===== src/hdl/bpsc_pkg.sv =====
// ----------------------------------------------------------------------------
// bpsc_pkg
// Shared constants and types for the box / plane side classifier pipeline.
// ----------------------------------------------------------------------------
package bpsc_pkg;

    // Default coordinate width and the fixed binary point of every coordinate
    localparam int COORD_BITS_DEF = 32;
    localparam int FRAC_BITS      = 16;
    localparam int NUM_AXES       = 3;

    // Plane kind codes
    localparam int KIND_W = 3;
    localparam logic [KIND_W-1:0] KIND_AXIAL_X = 3'd0;
    localparam logic [KIND_W-1:0] KIND_AXIAL_Y = 3'd1;
    localparam logic [KIND_W-1:0] KIND_AXIAL_Z = 3'd2;

    // Side mask codes
    localparam int MASK_W = 2;
    localparam logic [MASK_W-1:0] SIDE_NONE     = 2'b00;
    localparam logic [MASK_W-1:0] SIDE_FRONT    = 2'b01;
    localparam logic [MASK_W-1:0] SIDE_BACK     = 2'b10;
    localparam logic [MASK_W-1:0] SIDE_STRADDLE = 2'b11;

    // Per-stage control: incoming valid and the stage load enable
    typedef struct packed {
        logic valid;
        logic advance;
    } t_pipe_ctl;

endpackage


===== src/hdl/bpsc_reduce.sv =====
// ----------------------------------------------------------------------------
// bpsc_reduce
// Stages 3 and 4: sum the products into far and near dot products, then
// compare both with the scaled plane distance and register the side mask.
// ----------------------------------------------------------------------------
module bpsc_reduce #(
    parameter int COORD_BITS = bpsc_pkg::COORD_BITS_DEF
) (
    input  logic                                            i_clk,
    input  logic                                            i_rst_n,
    input  bpsc_pkg::t_pipe_ctl                             i_ctl_sum,
    input  bpsc_pkg::t_pipe_ctl                             i_ctl_out,
    input  logic [bpsc_pkg::NUM_AXES-1:0][2*COORD_BITS-1:0] i_far_prod,
    input  logic [bpsc_pkg::NUM_AXES-1:0][2*COORD_BITS-1:0] i_near_prod,
    input  logic [COORD_BITS-1:0]                           i_dist,
    input  logic                                            i_axial,
    input  logic [bpsc_pkg::MASK_W-1:0]                     i_axial_mask,
    output logic                                            o_sum_valid,
    output logic                                            o_valid,
    output logic [bpsc_pkg::MASK_W-1:0]                     o_mask
);

    localparam int SW = 2 * COORD_BITS + 2;

    logic                        r_sum_valid;
    logic signed [SW-1:0]        r_far_sum;
    logic signed [SW-1:0]        r_near_sum;
    logic signed [SW-1:0]        r_dist_w;
    logic                        r_axial;
    logic [bpsc_pkg::MASK_W-1:0] r_axial_mask;
    logic                        r_valid;
    logic [bpsc_pkg::MASK_W-1:0] r_mask;

    logic signed [SW-1:0]        n_far_sum;
    logic signed [SW-1:0]        n_near_sum;
    logic signed [SW-1:0]        n_dist_w;
    logic [bpsc_pkg::MASK_W-1:0] n_mask;

    // Three-term sums, sign extended so no carry is lost
    always_comb begin
        n_far_sum  = '0;
        n_near_sum = '0;
        for (int j = 0; j < bpsc_pkg::NUM_AXES; j++) begin
            n_far_sum  = n_far_sum + SW'($signed(i_far_prod[j]));
            n_near_sum = n_near_sum + SW'($signed(i_near_prod[j]));
        end
        n_dist_w = SW'($signed(i_dist)) <<< bpsc_pkg::FRAC_BITS;
    end

    // Front if far reaches the plane, back if near falls short of it; axial kinds keep their stage 1 mask
    always_comb begin
        if (r_axial) begin
            n_mask = r_axial_mask;
        end else begin
            n_mask = bpsc_pkg::SIDE_NONE;
            if (r_far_sum >= r_dist_w) begin
                n_mask = n_mask | bpsc_pkg::SIDE_FRONT;
            end
            if (r_near_sum < r_dist_w) begin
                n_mask = n_mask | bpsc_pkg::SIDE_BACK;
            end
        end
    end

    // Stage valids
    always_ff @(posedge i_clk) begin
        if (!i_rst_n) begin
            r_sum_valid <= 1'b0;
            r_valid     <= 1'b0;
        end else begin
            if (i_ctl_sum.advance) begin
                r_sum_valid <= i_ctl_sum.valid;
            end
            if (i_ctl_out.advance) begin
                r_valid <= i_ctl_out.valid;
            end
        end
    end

    // Sum stage payload
    always_ff @(posedge i_clk) begin
        if (i_ctl_sum.advance) begin
            r_far_sum    <= n_far_sum;
            r_near_sum   <= n_near_sum;
            r_dist_w     <= n_dist_w;
            r_axial      <= i_axial;
            r_axial_mask <= i_axial_mask;
        end
    end

    // Output register
    always_ff @(posedge i_clk) begin
        if (i_ctl_out.advance) begin
            r_mask <= n_mask;
        end
    end

    assign o_sum_valid = r_sum_valid;
    assign o_valid     = r_valid;
    assign o_mask      = r_mask;

endmodule


===== config.mk =====
export PLATFORM = sky130hd
export DESIGN_NAME = bpsc_reduce
export DESIGN_NICKNAME = d
export VERILOG_FILES = /design/src/hdl/bpsc_pkg.sv /design/src/hdl/bpsc_reduce.sv
export SDC_FILE = /design/constraint.sdc
export NUM_CORES = 1
export LEC_CHECK = 0
export BUFFER_PORTS_ARGS = -buffer_cell sky130_fd_sc_hd__buf_4
export CAP_MARGIN = 20
export CORE_ASPECT_RATIO = 1.2
export CORE_MARGIN = 3
export CORE_UTILIZATION = 43
export DETAILED_ROUTE_END_ITERATION = 8
export GPL_TIMING_DRIVEN = 0
export PLACE_DENSITY_LB_ADDON = 0.1
export SYNTH_ARGS = -nofsm -noshare
export SYNTH_HDL_FRONTEND = slang
export SYNTH_SLANG_ARGS = --single-unit

===== constraint.sdc =====
create_clock -name i_clk -period 5.4 [get_ports i_clk]
set_input_delay 1.62 -clock i_clk [delete_from_list [all_inputs] [get_ports i_clk]]
set_output_delay 1.62 -clock i_clk [all_outputs]
set_load 0.02 [all_outputs]

==> impl_results.md <==
* Hpwl dp at 37.5 mm
* Critical Path Start: i_far_prod[12]
* Leakage at 9.88 nW
* Area leader, netlist: edfxtp_1
* Final hold viol count at 0
* Startpoint Class: input pin
* Synth top area share at ~27%
* Ranking of synthesized cells by area: edfxtp_1 27%, ha_1 17%, fa_1 15%
* Synth Cell Area at ~17000 um2
* Slew @ Worst Pin at 761 ps
* Vias in the first global route at 14.8k
* Antenna violations before repair at 1
* Flops & latches, synth at 155
* Critical Path AT at roughly 5400 ps
* Setup TNS at 0 ps
* Post-synthesis area per instance at 9.96 um2
* CTS root buf: clkbuf_16
* Max Cap Viol at 0
* GRT overflow at 0
* Worst hold margin at 525 ps
* Relative slew slack at 49.3%
* Clock transition at path regs at around 60 ps
* Worst clock skew at 5.39 ps
* Hold path start: o_valid$_SDFFE_PN0P_
* Initial Utilization at 43.6%
* GR Util All Layers at 21.2%
* Final Max Tran Viols at 0
* Syn. warnings at 0
* Critical path's slowest cell: nor3_1
* CP endpoint kind: flip-flop
* Die Width at 187 um
* Power density over the cells at just under 300 nW/um2
* Most frequent cell after synthesis: ha_1
* Hold Crit Class: flip-flop to flip-flop
* Final period util at 97.0%
* Worst reg2reg startpoint: r_dist_w[47]$_DFFE_PP_
* H-tree Lvls at 4
* DR vias/cell at 5.27
* CTS Buffer Depth at 2
* DRT Pass-1 Iters at 5
* Fillcell total at 3589
* EDFF count, synth at 153
* Min Clock Period, post-route at 5240 ps
* Die height at 223 um
* Largest net degree at the start of global routing at around 80
* Post-synth ARST share at 0%
* Critical Path Max Stage Delay at 650 ps
* Antenna viol nets, final at 0
* WP data required at 5590 ps
* Distinct cells, synth at 70
* Std cell rows at 79
* Clk_lat worst skew at 440 ps
* Clock sink total at 155
* Post-CTS Hold Fix Bufs at 0
* Count of final setup violators at 0
* Per-cell routed wire length at 16.4 um
* Main synth FF type: edfxtp_1
* Port Buf Inserts at 428
* CTS tree: built
* Max VDD drop at 175 uV
* Kind of critical path: input pin to flip-flop
* TritonCTS Buffers at 17
* Area of the die at around 42000 um2
* CP cell instances: buf_4 -> fa_1 -> ha_1 -> clkbuf_1 -> nand3_1 -> a211oi_2 -> a221oi_4 -> a31oi_1 -> nor2_1 -> o311ai_0 -> nand2_1 -> nor3_1 -> a2111oi_0 -> mux2_2
* First-pass GRT wire length at 72.5 mm
* Core Box Area at 38800 um2
* # IOs at 429
* Nets at 2930
* Reg2reg setup slack at 1600 ps
* Outcome: finished, final reports clean
* Synth cell count leaders: 227 x ha_1, 155 x a21oi_1, 153 x edfxtp_1
* DRT iter0 DRCs at 496
* Syn_nets at 2481
* Syn Inst Count at 1701
* Vias post-DR at about 14k
* Drt drc at 0
* Area Overhead vs Synth at 26.8%
* GP Congestion at 0.852
* Register area share after synthesis at a little over a quarter
* WL final at 44.0 mm
* Peak Freq at 191 MHz
* Worst-path maximum fanout at 7
* Layout cells sized above 1 at 22.8%
* Post-cts resize count at 0
* Post-CTS setup buffer count at 0
path summary, 6_finish.rpt:
path / endpoint / cells after the start
setup / recovery: r_far_sum[65]$_DFFE_PP_ / 14
hold / removal: o_valid$_SDFFE_PN0P_ / 2
setup reg to reg: o_mask[0]$_DFFE_PP_ / 12
hold reg to reg: o_valid$_SDFFE_PN0P_ / 2
per-layer routing:
metal | global-route usage, % | wire length (um) | vias to the layer above
met2 | 36.8 | 21700 | 379
met4 | 7.20 | 1130 | 0
li1 | - | - | 7156
met5 | 0 | 0 | -
met3 | 3.74 | 2230 | 69
met1 | 26.5 | 19000 | 6585
where the power goes:
part	internal (mW)	leakage (nW)	switching [mW]
Combinational	1.43	8.08	1.79
Sequential	1.76	1.51	0.103
Clock	0.688	0.286	0.507
metrics by stage:
stage	util, %	setup slack (ps)	power [mW]	area (um2)	std cells
2_1_floorplan	-	382	4.08	16900	1701
3_3_place_gp	53.6	-331	5.03	20800	2655
3_5_place_dp	53.7	-333	5.09	20900	2657
4_1_cts	55.3	155	6.34	21500	2689
5_1_grt	55.3	-7.57	6.85	21500	2690
6_report	55.3	165	6.29	21500	2690
state kept, by name (all words and copies together) (netlist names):
signal,count
o_mask,2
o_sum_valid,1
o_valid,1
r_axial,1
r_axial_mask,2
r_dist_w,32
r_far_sum,66
r_near_sum,50
logic make-up after synthesis:
kind of cell	after synthesis	share of synthesized area, %
and+or+nand+nor	380	11.0
xor gates and xnor gates	110	5.69
muxes	4	0.251
buffers and inverters	186	4.18
DFF	155	27.4
adders and majority gates	355	31.9
AOI/OAI and AO/OA	511	19.7
worst max-delay path: cells and delay by family:
family,cells,cell delay [ps]
AO/OA/AOI/OAI,5,1190
buffers and inverters,2,400
adder cells (fa/ha/maj),2,770
multiplexers,1,310
AND/OR/NAND/NOR,4,1120
layout by cell type, fill, tap and decap left out, types with 6 or more instances in the layout:
cell / synthesis / layout
buf_4: 0 / 427
ha_1: 227 / 227
a21oi_1: 155 / 155
edfxtp_1: 153 / 153
inv_1: 138 / 138
fa_1: 128 / 128
nand2_1: 104 / 104
a21o_1: 99 / 99
nor2_1: 91 / 91
o21ai_0: 90 / 90
xnor2_1: 69 / 69
nand4_1: 57 / 57
xor2_1: 41 / 41
clkbuf_1: 40 / 40
nand3_1: 28 / 28
o21bai_1: 23 / 23
nor3_1: 22 / 22
nor2b_1: 21 / 21
a211oi_1: 20 / 20
a31oi_1: 18 / 18
clkbuf_16: 0 / 17
o211ai_1: 15 / 15
nand2b_1: 14 / 14
o21a_1: 10 / 10
and3_1: 9 / 9
and2_1: 9 / 9
a41oi_1: 8 / 8
buf_2: 8 / 8
o31ai_1: 6 / 6
a21boi_0: 6 / 6
or3_1: 6 / 6
layout make-up:
type	instances	area [um2]	share of cell area, %
multi-input cells	1360	11600	54.1
flip-flops and latches	155	4630	21.6
repair buffers	430	3270	15.2
well taps	526	658	3.06
inverters	138	518	2.41
clock buffers	17	425	1.98
plain buffers	48	190	0.885
clock inverters	15	169	0.786
diodes	1	2.50	0.0116
(Power assumes the default switching activity.)
