$ cat src/hdl/bpsc_pkg.sv
// ----------------------------------------------------------------------------
// bpsc_pkg
// Shared constants and types for the box / plane side classifier pipeline.
// ----------------------------------------------------------------------------
package bpsc_pkg;

    // Default coordinate width and the fixed binary point of every coordinate
    localparam int COORD_BITS_DEF = 32;
    localparam int FRAC_BITS      = 16;
    localparam int NUM_AXES       = 3;

    // Plane kind codes
    localparam int KIND_W = 3;
    localparam logic [KIND_W-1:0] KIND_AXIAL_X = 3'd0;
    localparam logic [KIND_W-1:0] KIND_AXIAL_Y = 3'd1;
    localparam logic [KIND_W-1:0] KIND_AXIAL_Z = 3'd2;

    // Side mask codes
    localparam int MASK_W = 2;
    localparam logic [MASK_W-1:0] SIDE_NONE     = 2'b00;
    localparam logic [MASK_W-1:0] SIDE_FRONT    = 2'b01;
    localparam logic [MASK_W-1:0] SIDE_BACK     = 2'b10;
    localparam logic [MASK_W-1:0] SIDE_STRADDLE = 2'b11;

    // Per-stage control: incoming valid and the stage load enable
    typedef struct packed {
        logic valid;
        logic advance;
    } t_pipe_ctl;

endpackage

$ cat src/hdl/bpsc_select.sv
// ----------------------------------------------------------------------------
// bpsc_select
// Stage 1: pick the far and near box corners from the normal sign bits and
// resolve axial planes against the box bounds on their axis.
// ----------------------------------------------------------------------------
module bpsc_select #(
    parameter int COORD_BITS = bpsc_pkg::COORD_BITS_DEF
) (
    input  logic                                          i_clk,
    input  logic                                          i_rst_n,
    input  bpsc_pkg::t_pipe_ctl                           i_ctl,
    input  logic [bpsc_pkg::NUM_AXES-1:0][COORD_BITS-1:0] i_norm,
    input  logic [COORD_BITS-1:0]                         i_dist,
    input  logic [bpsc_pkg::KIND_W-1:0]                   i_kind,
    input  logic [bpsc_pkg::NUM_AXES-1:0][COORD_BITS-1:0] i_min,
    input  logic [bpsc_pkg::NUM_AXES-1:0][COORD_BITS-1:0] i_max,
    output logic                                          o_valid,
    output logic [bpsc_pkg::NUM_AXES-1:0][COORD_BITS-1:0] o_norm,
    output logic [bpsc_pkg::NUM_AXES-1:0][COORD_BITS-1:0] o_far,
    output logic [bpsc_pkg::NUM_AXES-1:0][COORD_BITS-1:0] o_near,
    output logic [COORD_BITS-1:0]                         o_dist,
    output logic                                          o_axial,
    output logic [bpsc_pkg::MASK_W-1:0]                   o_axial_mask
);

    logic                                          r_valid;
    logic [bpsc_pkg::NUM_AXES-1:0][COORD_BITS-1:0] r_norm;
    logic [bpsc_pkg::NUM_AXES-1:0][COORD_BITS-1:0] r_far;
    logic [bpsc_pkg::NUM_AXES-1:0][COORD_BITS-1:0] r_near;
    logic [COORD_BITS-1:0]                         r_dist;
    logic                                          r_axial;
    logic [bpsc_pkg::MASK_W-1:0]                   r_axial_mask;

    logic [bpsc_pkg::NUM_AXES-1:0][COORD_BITS-1:0] n_far;
    logic [bpsc_pkg::NUM_AXES-1:0][COORD_BITS-1:0] n_near;
    logic                                          n_axial;
    logic [bpsc_pkg::MASK_W-1:0]                   n_axial_mask;
    logic [COORD_BITS-1:0]                         w_lo;
    logic [COORD_BITS-1:0]                         w_hi;

    // Negative normal component swaps which bound is farthest along it
    always_comb begin
        for (int j = 0; j < bpsc_pkg::NUM_AXES; j++) begin
            n_far[j]  = i_norm[j][COORD_BITS-1] ? i_min[j] : i_max[j];
            n_near[j] = i_norm[j][COORD_BITS-1] ? i_max[j] : i_min[j];
        end
    end

    // Pick the bounds on the plane's axis for axial kinds
    always_comb begin
        n_axial = 1'b1;
        w_lo    = i_min[0];
        w_hi    = i_max[0];
        unique case (i_kind)
            bpsc_pkg::KIND_AXIAL_X: begin
                w_lo = i_min[0];
                w_hi = i_max[0];
            end
            bpsc_pkg::KIND_AXIAL_Y: begin
                w_lo = i_min[1];
                w_hi = i_max[1];
            end
            bpsc_pkg::KIND_AXIAL_Z: begin
                w_lo = i_min[2];
                w_hi = i_max[2];
            end
            default: begin
                n_axial = 1'b0;
            end
        endcase
    end

    // Classify against the axis bounds, lower bound first
    always_comb begin
        priority if ($signed(i_dist) <= $signed(w_lo)) begin
            n_axial_mask = bpsc_pkg::SIDE_FRONT;
        end else if ($signed(i_dist) >= $signed(w_hi)) begin
            n_axial_mask = bpsc_pkg::SIDE_BACK;
        end else begin
            n_axial_mask = bpsc_pkg::SIDE_STRADDLE;
        end
    end

    // Stage valid
    always_ff @(posedge i_clk) begin
        if (!i_rst_n) begin
            r_valid <= 1'b0;
        end else if (i_ctl.advance) begin
            r_valid <= i_ctl.valid;
        end
    end

    // Stage payload
    always_ff @(posedge i_clk) begin
        if (i_ctl.advance) begin
            r_norm       <= i_norm;
            r_far        <= n_far;
            r_near       <= n_near;
            r_dist       <= i_dist;
            r_axial      <= n_axial;
            r_axial_mask <= n_axial_mask;
        end
    end

    assign o_valid      = r_valid;
    assign o_norm       = r_norm;
    assign o_far        = r_far;
    assign o_near       = r_near;
    assign o_dist       = r_dist;
    assign o_axial      = r_axial;
    assign o_axial_mask = r_axial_mask;

endmodule

$ cat config.mk
export PLATFORM = sky130hd
export DESIGN_NAME = bpsc_select
export DESIGN_NICKNAME = d
export VERILOG_FILES = /design/src/hdl/bpsc_pkg.sv /design/src/hdl/bpsc_select.sv
export SDC_FILE = /design/constraint.sdc
export NUM_CORES = 1
export LEC_CHECK = 0
export BUFFER_PORTS_ARGS = -buffer_cell sky130_fd_sc_hd__buf_2
export CORE_AREA = 2 2 251 253
export CTS_CLUSTER_SIZE = 16
export DETAILED_ROUTE_END_ITERATION = 7
export DIE_AREA = 0 0 253 255
export PLACE_DENSITY = 0.53
export SETUP_SLACK_MARGIN = 0.05
export SLEW_MARGIN = 20
export SYNTH_ARGS = -nofsm -noshare
export SYNTH_HDL_FRONTEND = slang
export SYNTH_SLANG_ARGS = --single-unit
$ cat constraint.sdc
create_clock -name i_clk -period 2.65 [get_ports i_clk]
set_input_delay 0 -clock i_clk [delete_from_list [all_inputs] [get_ports i_clk]]
set_output_delay 0 -clock i_clk [all_outputs]
set_load 0.02 [all_outputs]
==> flow_metrics.env, run 1 <==
export IMPL_die_w_um=253
export IMPL_portBuffers=650
export IMPL_via_count=12600
export IMPL_setup_worst_path_start_class="input port"
export IMPL_coreArea_um2=62200
export IMPL_synth_top_area_frac=0.673
export IMPL_synthTopCellsByArea="edfxtp_1 67%, mux2_2 15%, ha_1 5.6%, a22o_1 3.8%, a21oi_1 3.0%"
export IMPL_cts_buffer_depth=3
export IMPL_endpoint_kind="flip-flop"
export IMPL_max_freq_mhz=403
export IMPL_synth_commonest_cells="323 x edfxtp_1, 192 x mux2_2, 86 x a21oi_1, 64 x ha_1, 62 x a22o_1"
export IMPL_seq_area_frac_synth=0.675
export IMPL_cts_num_sinks=324
export IMPL_layoutNonFillerInstCount=2826
export IMPL_clk_pin_slew_worst_paths_ps=70
export IMPL_antenna_found_initial=2
export IMPL_die_area_um2=64500
export IMPL_die_h_um=255
export IMPL_areaGrowthSynthToFinish_pct=71.5
export IMPL_grt_pass1_vias=13700
export IMPL_cp_common_cell="buf_4"
export IMPL_crit_family="buffers and inverters"
export IMPL_dpl_cell_count=2334
export IMPL_grtUsageTotal=0.169
export IMPL_gp_congestion=0.796
export IMPL_maxSlewViolCount=0
export IMPL_irDropWorstVdd_v=0.000435
export IMPL_synthesis_area_um2=14400
export IMPL_ff2ff_path_depth=3
export IMPL_r2r_setup_slack_ps=1500
export IMPL_arrival_ps=2790
export IMPL_path_cells="dlygate4sd3_1 > buf_2 > a22o_1 > a21oi_1 > ha_1 > nand4_1 > buf_4 > buf_4 > a211oi_2 > buf_4 > o41ai_4 > nand3b_1 > a211o_1"
export IMPL_status="completed"
export IMPL_syn_inst=860
export IMPL_yosysUniqueCellTypes=40
export IMPL_nets=2389
export IMPL_min_path_cells=2
export IMPL_final_util=0.397
export IMPL_rsz0062_at_grt="no"
export IMPL_vias_per_cell=4.45
export IMPL_drtAntennaViolNets=0
export IMPL_ys_ff_latch=324
export IMPL_synth_most_common_cell="edfxtp_1"
export IMPL_ios=651
export IMPL_grt_pass1_wl_um=81500
export IMPL_grt_max_degree=74
export IMPL_rows=92
export IMPL_drc=0
export IMPL_synth_edff_count=323
export IMPL_ctsHtreeMaxLevel=2
export IMPL_routedWlPerCell_um=20.4
export IMPL_synth_ff_type="edfxtp_1"
export IMPL_syn_num_nets=1251
export IMPL_tritoncts="yes"
export IMPL_first_pass_iters=5
export IMPL_whs_endpoint="o_far[60]$_DFFE_PP_"
export IMPL_pre_cts_ws_ps=-626
export IMPL_async_flop_share=0
export IMPL_synth_area_leader_cell="edfxtp_1"
export IMPL_critical_path_slowest_cell="dlygate4sd3_1"
export IMPL_insertion_delay_ps=530
export IMPL_initial_core_util=0.232
export IMPL_period_minus_slack_ps=2480
export IMPL_fin_skew_ps=0
export IMPL_layout_drive_gt1_share=0.480
export IMPL_cts_root_buf="clkbuf_16"
export IMPL_dp_hpwl_um=42100
export IMPL_cp_data_required_time_ps=2960
export IMPL_fin_ws_ps=168
export IMPL_powerDensity_nw_per_um2=584
export IMPL_critPathMaxFanout=3
export IMPL_critPathKind="input port to flip-flop"
export IMPL_path_buf_inv=5
export IMPL_setup_viol_count_final=0
export IMPL_overflow=0
export IMPL_max_stage_delay_ps=580
export IMPL_holdCritStartpoint="i_norm[63]"
export IMPL_post_route_period_util=0.937
export IMPL_r2r_start="o_valid$_SDFFE_PN0P_"
export IMPL_post_dp_cell_area_um2=19300
export IMPL_syn_avg_cell_area_um2=16.8
export IMPL_hold_viol=0
export IMPL_cts_buffers=39
export IMPL_r2r_end="o_valid$_SDFFE_PN0P_"
export IMPL_synth_warnings=0
export IMPL_slew_headroom=0.507
export IMPL_p_leak_nw=10.3
export IMPL_design_area_um2=24700
export IMPL_min_path_type="input port to flip-flop"
export IMPL_fin_tns_setup_ps=0
export IMPL_worstMarginPinSlew_ps=739
export IMPL_drv_cap=0
export IMPL_wirelength_um=57600
export IMPL_dr_first_iter_drc_count=628
[area by class of cell]
cell class,instances,area [um^2]
Timing Repair Buffer,1138,8200
Clock inverter,22,140
Sequential cell,324,9720
Fill cell,5829,37500
Antenna cell,2,5.00
Multi-Input combinational cell,491,4610
Tap cell,799,1000
Inverter,4,15.0
Clock buffer,46,1020
[metrics by stage]
| step | hold slack, ps | power, mW |
|---|---|---|
| 5_1_grt | 128 | 15.0 |
| 2_1_floorplan | 98.9 | 7.63 |
| 6_report | 130 | 14.4 |
| 3_5_place_dp | 178 | 8.93 |
| 4_1_cts | 87.5 | 14.5 |
| 3_3_place_gp | 177 | 8.91 |
[registers in the layout, summed over array words and instances, names as in the netlist]
register,cells
o_axial,1
o_axial_mask,2
o_dist,32
o_far,96
o_near,96
o_norm,96
o_valid,1
[worst register-to-register path, cell delays in order, from the launching register on]
cell,delay [ps]
dfxtp_1,300
mux2i_1,130
nor2b_1,60
dlygate4sd3_1,550
[report_power, final]
group / switching, mW / total, mW / leakage (nW) / internal, mW
combinational: 1.68 / 3.12 / 6.59 / 1.44
sequential: 0.125 / 6.29 / 3.17 / 6.16
clock: 2.16 / 5.01 / 0.556 / 2.84
total: 3.97 / 14.4 / 10.3 / 10.4
[layer usage]
metal	vias up	GRT usage	routed length [um]
li1	5783	-	-
met1	6219	0.192	22100
met2	482	0.312	30300
met3	92	0.0354	3650
met4	0	0.0580	1550
met5	-	0	0
[worst max-delay path by stage]
stage | cells past startpoint | start | slack (ps) | to
CTS | 13 | i_max[46] | 60 | o_axial_mask[0]$_SDFFCE_PP1P_
finish | 13 | i_min[44] | 170 | o_axial_mask[0]$_SDFFCE_PP1P_
global placement | 15 | i_kind[1] | -590 | o_axial_mask[0]$_SDFFCE_PP1P_
detailed placement | 15 | i_kind[0] | -630 | o_axial_mask[0]$_SDFFCE_PP1P_
global route | 13 | i_min[44] | 50 | o_axial_mask[0]$_SDFFCE_PP1P_
floorplan | 12 | i_kind[0] | 70 | o_axial_mask[0]$_SDFFCE_PP1P_
[cells by family after synthesis]
logic type	share of synthesized area
AO/OA/AOI/OAI	0.0880
adder cells (fa/ha/maj)	0.0556
buffers and inverters	0.0117
flip-flops	0.675
multiplexers	0.151
AND/OR/NAND/NOR	0.0195
[repair_timing]
item / 4_1_cts / 5_1_grt
setup endpoints to repair: 1 / 1
hold buffers: 420 / 0
pin swaps: 0 / 4
resized for setup: 2 / 8
buffers inserted: 0 / 2
endpoints found under the hold margin: 344 / 0
[placed cells by master, fill, tap and decap left out, drive strengths merged]
master / Yosys / layout
bufinv: 0 / 1
o2111a: 1 / 1
a21boi: 3 / 3
a22oi: 2 / 2
dlygate4sd3: 0 / 420
o2bb2ai: 1 / 1
a211oi: 1 / 1
a22o: 62 / 62
a21oi: 88 / 88
clkinv: 0 / 17
clkbuf: 37 / 46
or3: 1 / 1
dfxtp: 1 / 1
a211o: 1 / 1
mux2i: 1 / 1
nand4: 14 / 14
edfxtp: 323 / 323
nor2b: 4 / 4
a221oi: 1 / 1
clkinvlp: 0 / 3
mux2: 192 / 192
ha: 64 / 64
nor2: 3 / 3
nor3: 2 / 2
nand2: 17 / 17
o211ai: 2 / 2
nor3b: 2 / 2
buf: 4 / 718
nor4: 2 / 2
nand3: 6 / 6
a2111oi: 1 / 1
nand3b: 1 / 1
o41ai: 2 / 2
a221o: 1 / 1
o21a: 2 / 2
diode: 0 / 2
a21o: 8 / 8
o21ai: 6 / 6
inv: 4 / 5
No activity file was read; power rests on OpenSTA's default activity.
==> run 2, diff against run 1 <==
--- a/config.mk
+++ b/config.mk
@@ -6,11 +6,12 @@
 export NUM_CORES = 1
 export LEC_CHECK = 0
 export BUFFER_PORTS_ARGS = -buffer_cell sky130_fd_sc_hd__buf_2
-export CORE_AREA = 2 2 251 253
+export CORE_AREA = 2 2 257 259
 export CTS_CLUSTER_SIZE = 16
 export DETAILED_ROUTE_END_ITERATION = 7
-export DIE_AREA = 0 0 253 255
-export PLACE_DENSITY = 0.53
+export DIE_AREA = 0 0 259 261
+export MAX_ROUTING_LAYER = met4
+export PLACE_DENSITY = 0.51
 export SETUP_SLACK_MARGIN = 0.05
 export SLEW_MARGIN = 20
 export SYNTH_ARGS = -nofsm -noshare
==> flow_metrics.env, run 2 (synthesis gave the netlist of run 1 again) <==
export IMPL_final_cell_mix="646 x buf_2, 422 x dlygate4sd3_1, 323 x edfxtp_1, 192 x mux2_2, 71 x a21oi_1"
export IMPL_critical_path_slowest_cell="dlygate4sd3_1"
export IMPL_drc=0
export IMPL_grt_pass1_wl_um=81500
export IMPL_max_freq_mhz=399
export IMPL_r2r_start="o_valid$_SDFFE_PN0P_"
export IMPL_post_route_period_util=0.946
export IMPL_tritoncts="yes"
export IMPL_dr_first_iter_drc_count=721
export IMPL_worstMarginPinSlew_ps=635
export IMPL_cp_depth=12
export IMPL_min_path_type="input port to flip-flop"
export IMPL_max_stage_delay_ps=540
export IMPL_routedWlPerCell_um=20.0
export IMPL_initial_core_util=0.222
export IMPL_powerDensity_nw_per_um2=581
export IMPL_design_area_um2=25000
export IMPL_die_area_um2=67600
export IMPL_irDropWorstVdd_v=0.000344
export IMPL_status="completed"
export IMPL_setup_viol_count_final=0
export IMPL_die_w_um=259
export IMPL_cp_common_cell="a21oi_2"
export IMPL_cts_root_buf="clkbuf_16"
export IMPL_antenna_found_initial=2
export IMPL_rows=94
export IMPL_coreArea_um2=65000
export IMPL_path_buf_inv=3
export IMPL_grt_pass1_vias=13600
export IMPL_areaGrowthSynthToFinish_pct=73.8
export IMPL_clk_pin_slew_worst_paths_ps=60
export IMPL_grt_max_degree=62
export IMPL_startpoint="i_min[49]"
export IMPL_slew_headroom=0.576
export IMPL_crit_family="compound AO/OA/AOI/OAI gates"
export IMPL_dpl_cell_count=2401
export IMPL_via_count=12600
export IMPL_post_dp_cell_area_um2=19300
export IMPL_hold_viol=0
export IMPL_cts_buffer_depth=3
export IMPL_layout_drive_gt1_share=0.495
export IMPL_ff2ff_path_depth=3
export IMPL_final_common_cell="buf_2"
export IMPL_cp_data_required_time_ps=2950
export IMPL_first_pass_iters=4
export IMPL_drtAntennaViolNets=0
export IMPL_setup_worst_path_start_class="input port"
export IMPL_r2r_end="o_valid$_SDFFE_PN0P_"
export IMPL_worstSetupEndpoint="o_axial_mask[0]$_SDFFCE_PP1P_"
export IMPL_layoutNonFillerInstCount=2898
export IMPL_wirelength_um=57900
export IMPL_insertion_delay_ps=540
export IMPL_arrival_ps=2800
export IMPL_grtUsageTotal=0.165
export IMPL_final_util=0.385
export IMPL_p_leak_nw=10.4
export IMPL_cts_num_sinks=324
export IMPL_maxSlewViolCount=0
export IMPL_overflow=0
export IMPL_dp_hpwl_um=42200
export IMPL_endpoint_kind="flip-flop"
export IMPL_drv_cap=0
export IMPL_path_cells="dlygate4sd3_1 > buf_2 > a22o_1 > a21oi_2 > ha_1 > a21oi_2 > o21ai_2 > a221o_1 > a2111oi_4 > buf_4 > nand3b_1 > a211o_1"
export IMPL_r2r_setup_slack_ps=1510
export IMPL_holdWs_ps=36.7
export IMPL_portBuffers=650
export IMPL_vias_per_cell=4.34
export IMPL_ios=651
export IMPL_die_h_um=261
export IMPL_period_minus_slack_ps=2510
export IMPL_critPathMaxFanout=3
export IMPL_cts_buffers=38
export IMPL_rsz0062_at_grt="yes"
export IMPL_ctsHtreeMaxLevel=2
export IMPL_nets=2400
export IMPL_fin_skew_ps=0
export IMPL_critPathKind="input port to flip-flop"
export IMPL_gp_congestion=0.853
export IMPL_antenna_cells=0
-- run 2: changes by cell type in the layout (fill, tap and decap cells not counted), moves of 3 or more --
cell / change
a21oi_4: +4
clkinv_1: -7
ha_4: +4
a21oi_1: -14
clkinvlp_4: -3
buf_4: +6
clkinv_2: +5
ha_1: -4
a21oi_2: +10
buf_6: +3
-- run 2: worst register-to-register path: cells and delay by family, from the launching register on --
kind / cells / cell delay, ps
muxes: 1 / 120
buffers and inverters: 1 / 550
DFF: 1 / 310
and+or+nand+nor: 1 / 60
-- run 2: repair_timing --
item	in CTS	in global routing
setup buffers	2	6
hold endpoints to repair	368	0
endpoints found under the setup margin	2	2
hold buffers	422	0
gates resized for setup	6	30
pin swaps	3	13
cloned	0	2
-- run 2: power by group --
part	switching, mW	internal (mW)
Clock	2.11	2.98
Sequential	0.126	6.16
Combinational	1.70	1.48
Total	3.94	10.6
-- run 2: layer usage --
metal,global-route usage,part of all wire,vias to the layer above
met5,-,0,-
met4,0.0450,0.022,0
met3,0.0298,0.052,90
met2,0.303,0.54,474
met1,0.181,0.39,6231
li1,-,-,5787
-- run 2: per-stage QoR --
step	setup TNS (ps)	total power, mW	setup slack, ps
after floorplan	0	7.63	69.0
after global placement	-1220	8.92	-689
after detailed placement	-1330	8.94	-755
after CTS	0	14.7	73.0
after global routing	0	15.1	21.6
final	0	14.6	144
-- run 2: worst min-delay path by stage --
stage | slack (ps) | startpoint | cells past startpoint | end
6_report | 40 | i_norm[95] | 2 | o_near[65]$_DFFE_PP_
3_5_place_dp | 180 | i_norm[67] | 1 | o_norm[67]$_DFFE_PP_
5_1_grt | 20 | i_norm[95] | 2 | o_near[67]$_DFFE_PP_
2_1_floorplan | 100 | i_dist[0] | 0 | o_dist[0]$_DFFE_PP_
4_1_cts | 2 | i_norm[95] | 2 | o_near[65]$_DFFE_PP_
3_3_place_gp | 180 | i_norm[50] | 1 | o_norm[50]$_DFFE_PP_
-- run 2: layout make-up --
type	count	area (um^2)
clock buffers	44	995
well taps	864	1080
flip-flops and latches	324	9720
repair buffers	1150	8330
inverters	4	15.0
fillers	6147	40000
clock inverters	21	189
multi-input cells	491	4720
==> run 3, diff against run 2 <==
==> constraint.sdc (replaced) <==
create_clock -name i_clk -period 2.02 [get_ports i_clk]
set_input_delay 0 -clock i_clk [delete_from_list [all_inputs] [get_ports i_clk]]
set_output_delay 0 -clock i_clk [all_outputs]
set_load 0.02 [all_outputs]
==> flow_metrics.env, run 3 (synthesis gave the netlist of run 1 again) <==
export IMPL_crit_family="compound AO/OA/AOI/OAI gates"
export IMPL_dp_hpwl_um=44000
export IMPL_portBuffers=650
export IMPL_combPwrFrac=0.220
export IMPL_drc=0
export IMPL_antenna_found_initial=12
export IMPL_post_dp_cell_area_um2=20100
export IMPL_overflow=0
export IMPL_violations="setup timing"
export IMPL_endpoint_kind="flip-flop"
export IMPL_p_leak_nw=10.9
export IMPL_critPathMaxFanout=14
export IMPL_drv_cap=0
export IMPL_powerDensity_nw_per_um2=753
export IMPL_die_area_um2=67600
export IMPL_final_common_cell="buf_2"
export IMPL_rsz0062_at_grt="yes"
export IMPL_slew_headroom=0.622
export IMPL_post_route_period_util=1.26
export IMPL_insertion_delay_ps=550
export IMPL_ctsHtreeMaxLevel=2
export IMPL_irDropWorstVdd_v=0.000612
export IMPL_grt_max_degree=74
export IMPL_switching_share=0.271
export IMPL_drtAntennaViolNets=0
export IMPL_switchingPower_mw=5.25
export IMPL_cts_buffer_depth=3
export IMPL_path_buf_inv=5
export IMPL_seqPwrFrac=0.426
export IMPL_setup_worst_path_start_class="input port"
export IMPL_p_clk_frac=0.354
export IMPL_period_minus_slack_ps=2550
export IMPL_nets=2494
export IMPL_tritoncts="yes"
export IMPL_worstMarginPinSlew_ps=561
export IMPL_min_path_type="input port to flip-flop"
export IMPL_critPathKind="input port to flip-flop"
export IMPL_via_count=12900
export IMPL_grtUsageTotal=0.175
export IMPL_grt_pass1_wl_um=85700
export IMPL_p_int_mw=14.1
export IMPL_dpl_cell_count=2498
export IMPL_layout_drive_gt1_share=0.505
export IMPL_max_stage_delay_ps=370
export IMPL_design_area_um2=25700
export IMPL_cp_data_required_time_ps=2310
export IMPL_pre_cts_ws_ps=-1190
export IMPL_cts_root_buf="clkbuf_16"
export IMPL_arrival_ps=2830
export IMPL_dr_first_iter_drc_count=765
export IMPL_max_freq_mhz=392
export IMPL_critical_path_slowest_cell="a221o_1"
export IMPL_initial_core_util=0.222
export IMPL_gp_congestion=0.857
export IMPL_clk_pin_slew_worst_paths_ps=50
export IMPL_maxSlewViolCount=0
export IMPL_status="finished, violations left"
export IMPL_fin_ws_ps=-528
export IMPL_die_w_um=259
export IMPL_cts_buffers=39
export IMPL_final_util=0.396
export IMPL_final_cell_mix="646 x buf_2, 424 x dlygate4sd3_1, 323 x edfxtp_1, 192 x mux2_2, 146 x buf_4"
export IMPL_holdWs_ps=26.9
export IMPL_vias_per_cell=4.29
export IMPL_setup_viol_count_final=2
export IMPL_layoutNonFillerInstCount=3008
export IMPL_fin_skew_ps=0
export IMPL_rows=94
export IMPL_coreArea_um2=65000
export IMPL_grt_pass1_vias=13900
export IMPL_ios=651
export IMPL_wirelength_um=60400
export IMPL_routedWlPerCell_um=20.1
export IMPL_path_cells="buf_2 > buf_6 > nor3b_4 > buf_6 > buf_12 > a22o_1 > a21oi_2 > ha_1 > a21oi_2 > o21ai_2 > a221o_1 > a2111oi_4 > buf_4 > nand3b_1 > a211o_1"
export IMPL_first_pass_iters=5
export IMPL_cts_num_sinks=324
export IMPL_die_h_um=261
export IMPL_hold_viol=0
export IMPL_areaGrowthSynthToFinish_pct=78.6
-- run 3: area by class of cell --
class	count	area [um^2]
Fill cell	6173	39300
Tap cell	864	1080
Clock inverter	18	150
Sequential cell	324	9720
Antenna cell	11	27.5
Clock buffer	53	1080
Inverter	4	15.0
Multi-Input combinational cell	491	4580
Timing Repair Buffer	1243	9090
-- run 3: timing repair --
| action | CTS | global route |
|---|---|---|
| cloned | 2 | 0 |
| endpoints found under the hold margin | 345 | 0 |
| hold buffers | 424 | 0 |
| gates resized for setup | 10 | 2 |
| pin swaps | 3 | 1 |
| setup endpoints to repair | 2 | 2 |
| setup buffers | 2 | 0 |
-- run 3: worst paths after layout --
kind                              from                       endpoint  slack [ps]  depth (start not counted)
hold reg to reg   o_valid$_SDFFE_PN0P_           o_valid$_SDFFE_PN0P_        1070                          3
hold / removal              i_norm[95]           o_norm[95]$_DFFE_PP_          30                          2
setup / recovery             i_kind[0]  o_axial_mask[0]$_SDFFCE_PP1P_        -530                         15
setup reg to reg  o_valid$_SDFFE_PN0P_           o_valid$_SDFFE_PN0P_         880                          3
-- run 3: power by group through the flow --
stage / sequential, mW / clock (mW) / combinational [mW]
floorplan: 9.15 / 0 / 0.870
global placement: 8.38 / 0 / 3.48
detailed placement: 8.39 / 0 / 3.51
CTS: 8.26 / 7.07 / 4.28
global route: 8.31 / 7.30 / 4.55
finish: 8.26 / 6.85 / 4.26
-- run 3: metrics by stage --
| step | setup TNS (ps) | power [mW] |
|---|---|---|
| finish | -864 | 19.4 |
| global route | -1120 | 20.2 |
| CTS | -869 | 19.6 |
| detailed placement | -2200 | 11.9 |
| global placement | -2140 | 11.9 |
| floorplan | -759 | 10.0 |
-- run 3: routing by layer --
| metal | vias up | global-route usage | part of all wire |
|---|---|---|---|
| li1 | 5997 | - | - |
| met1 | 6388 | 0.195 | 0.39 |
| met2 | 426 | 0.315 | 0.53 |
| met3 | 88 | 0.0324 | 0.052 |
| met4 | 0 | 0.0596 | 0.026 |
| met5 | - | - | 0 |
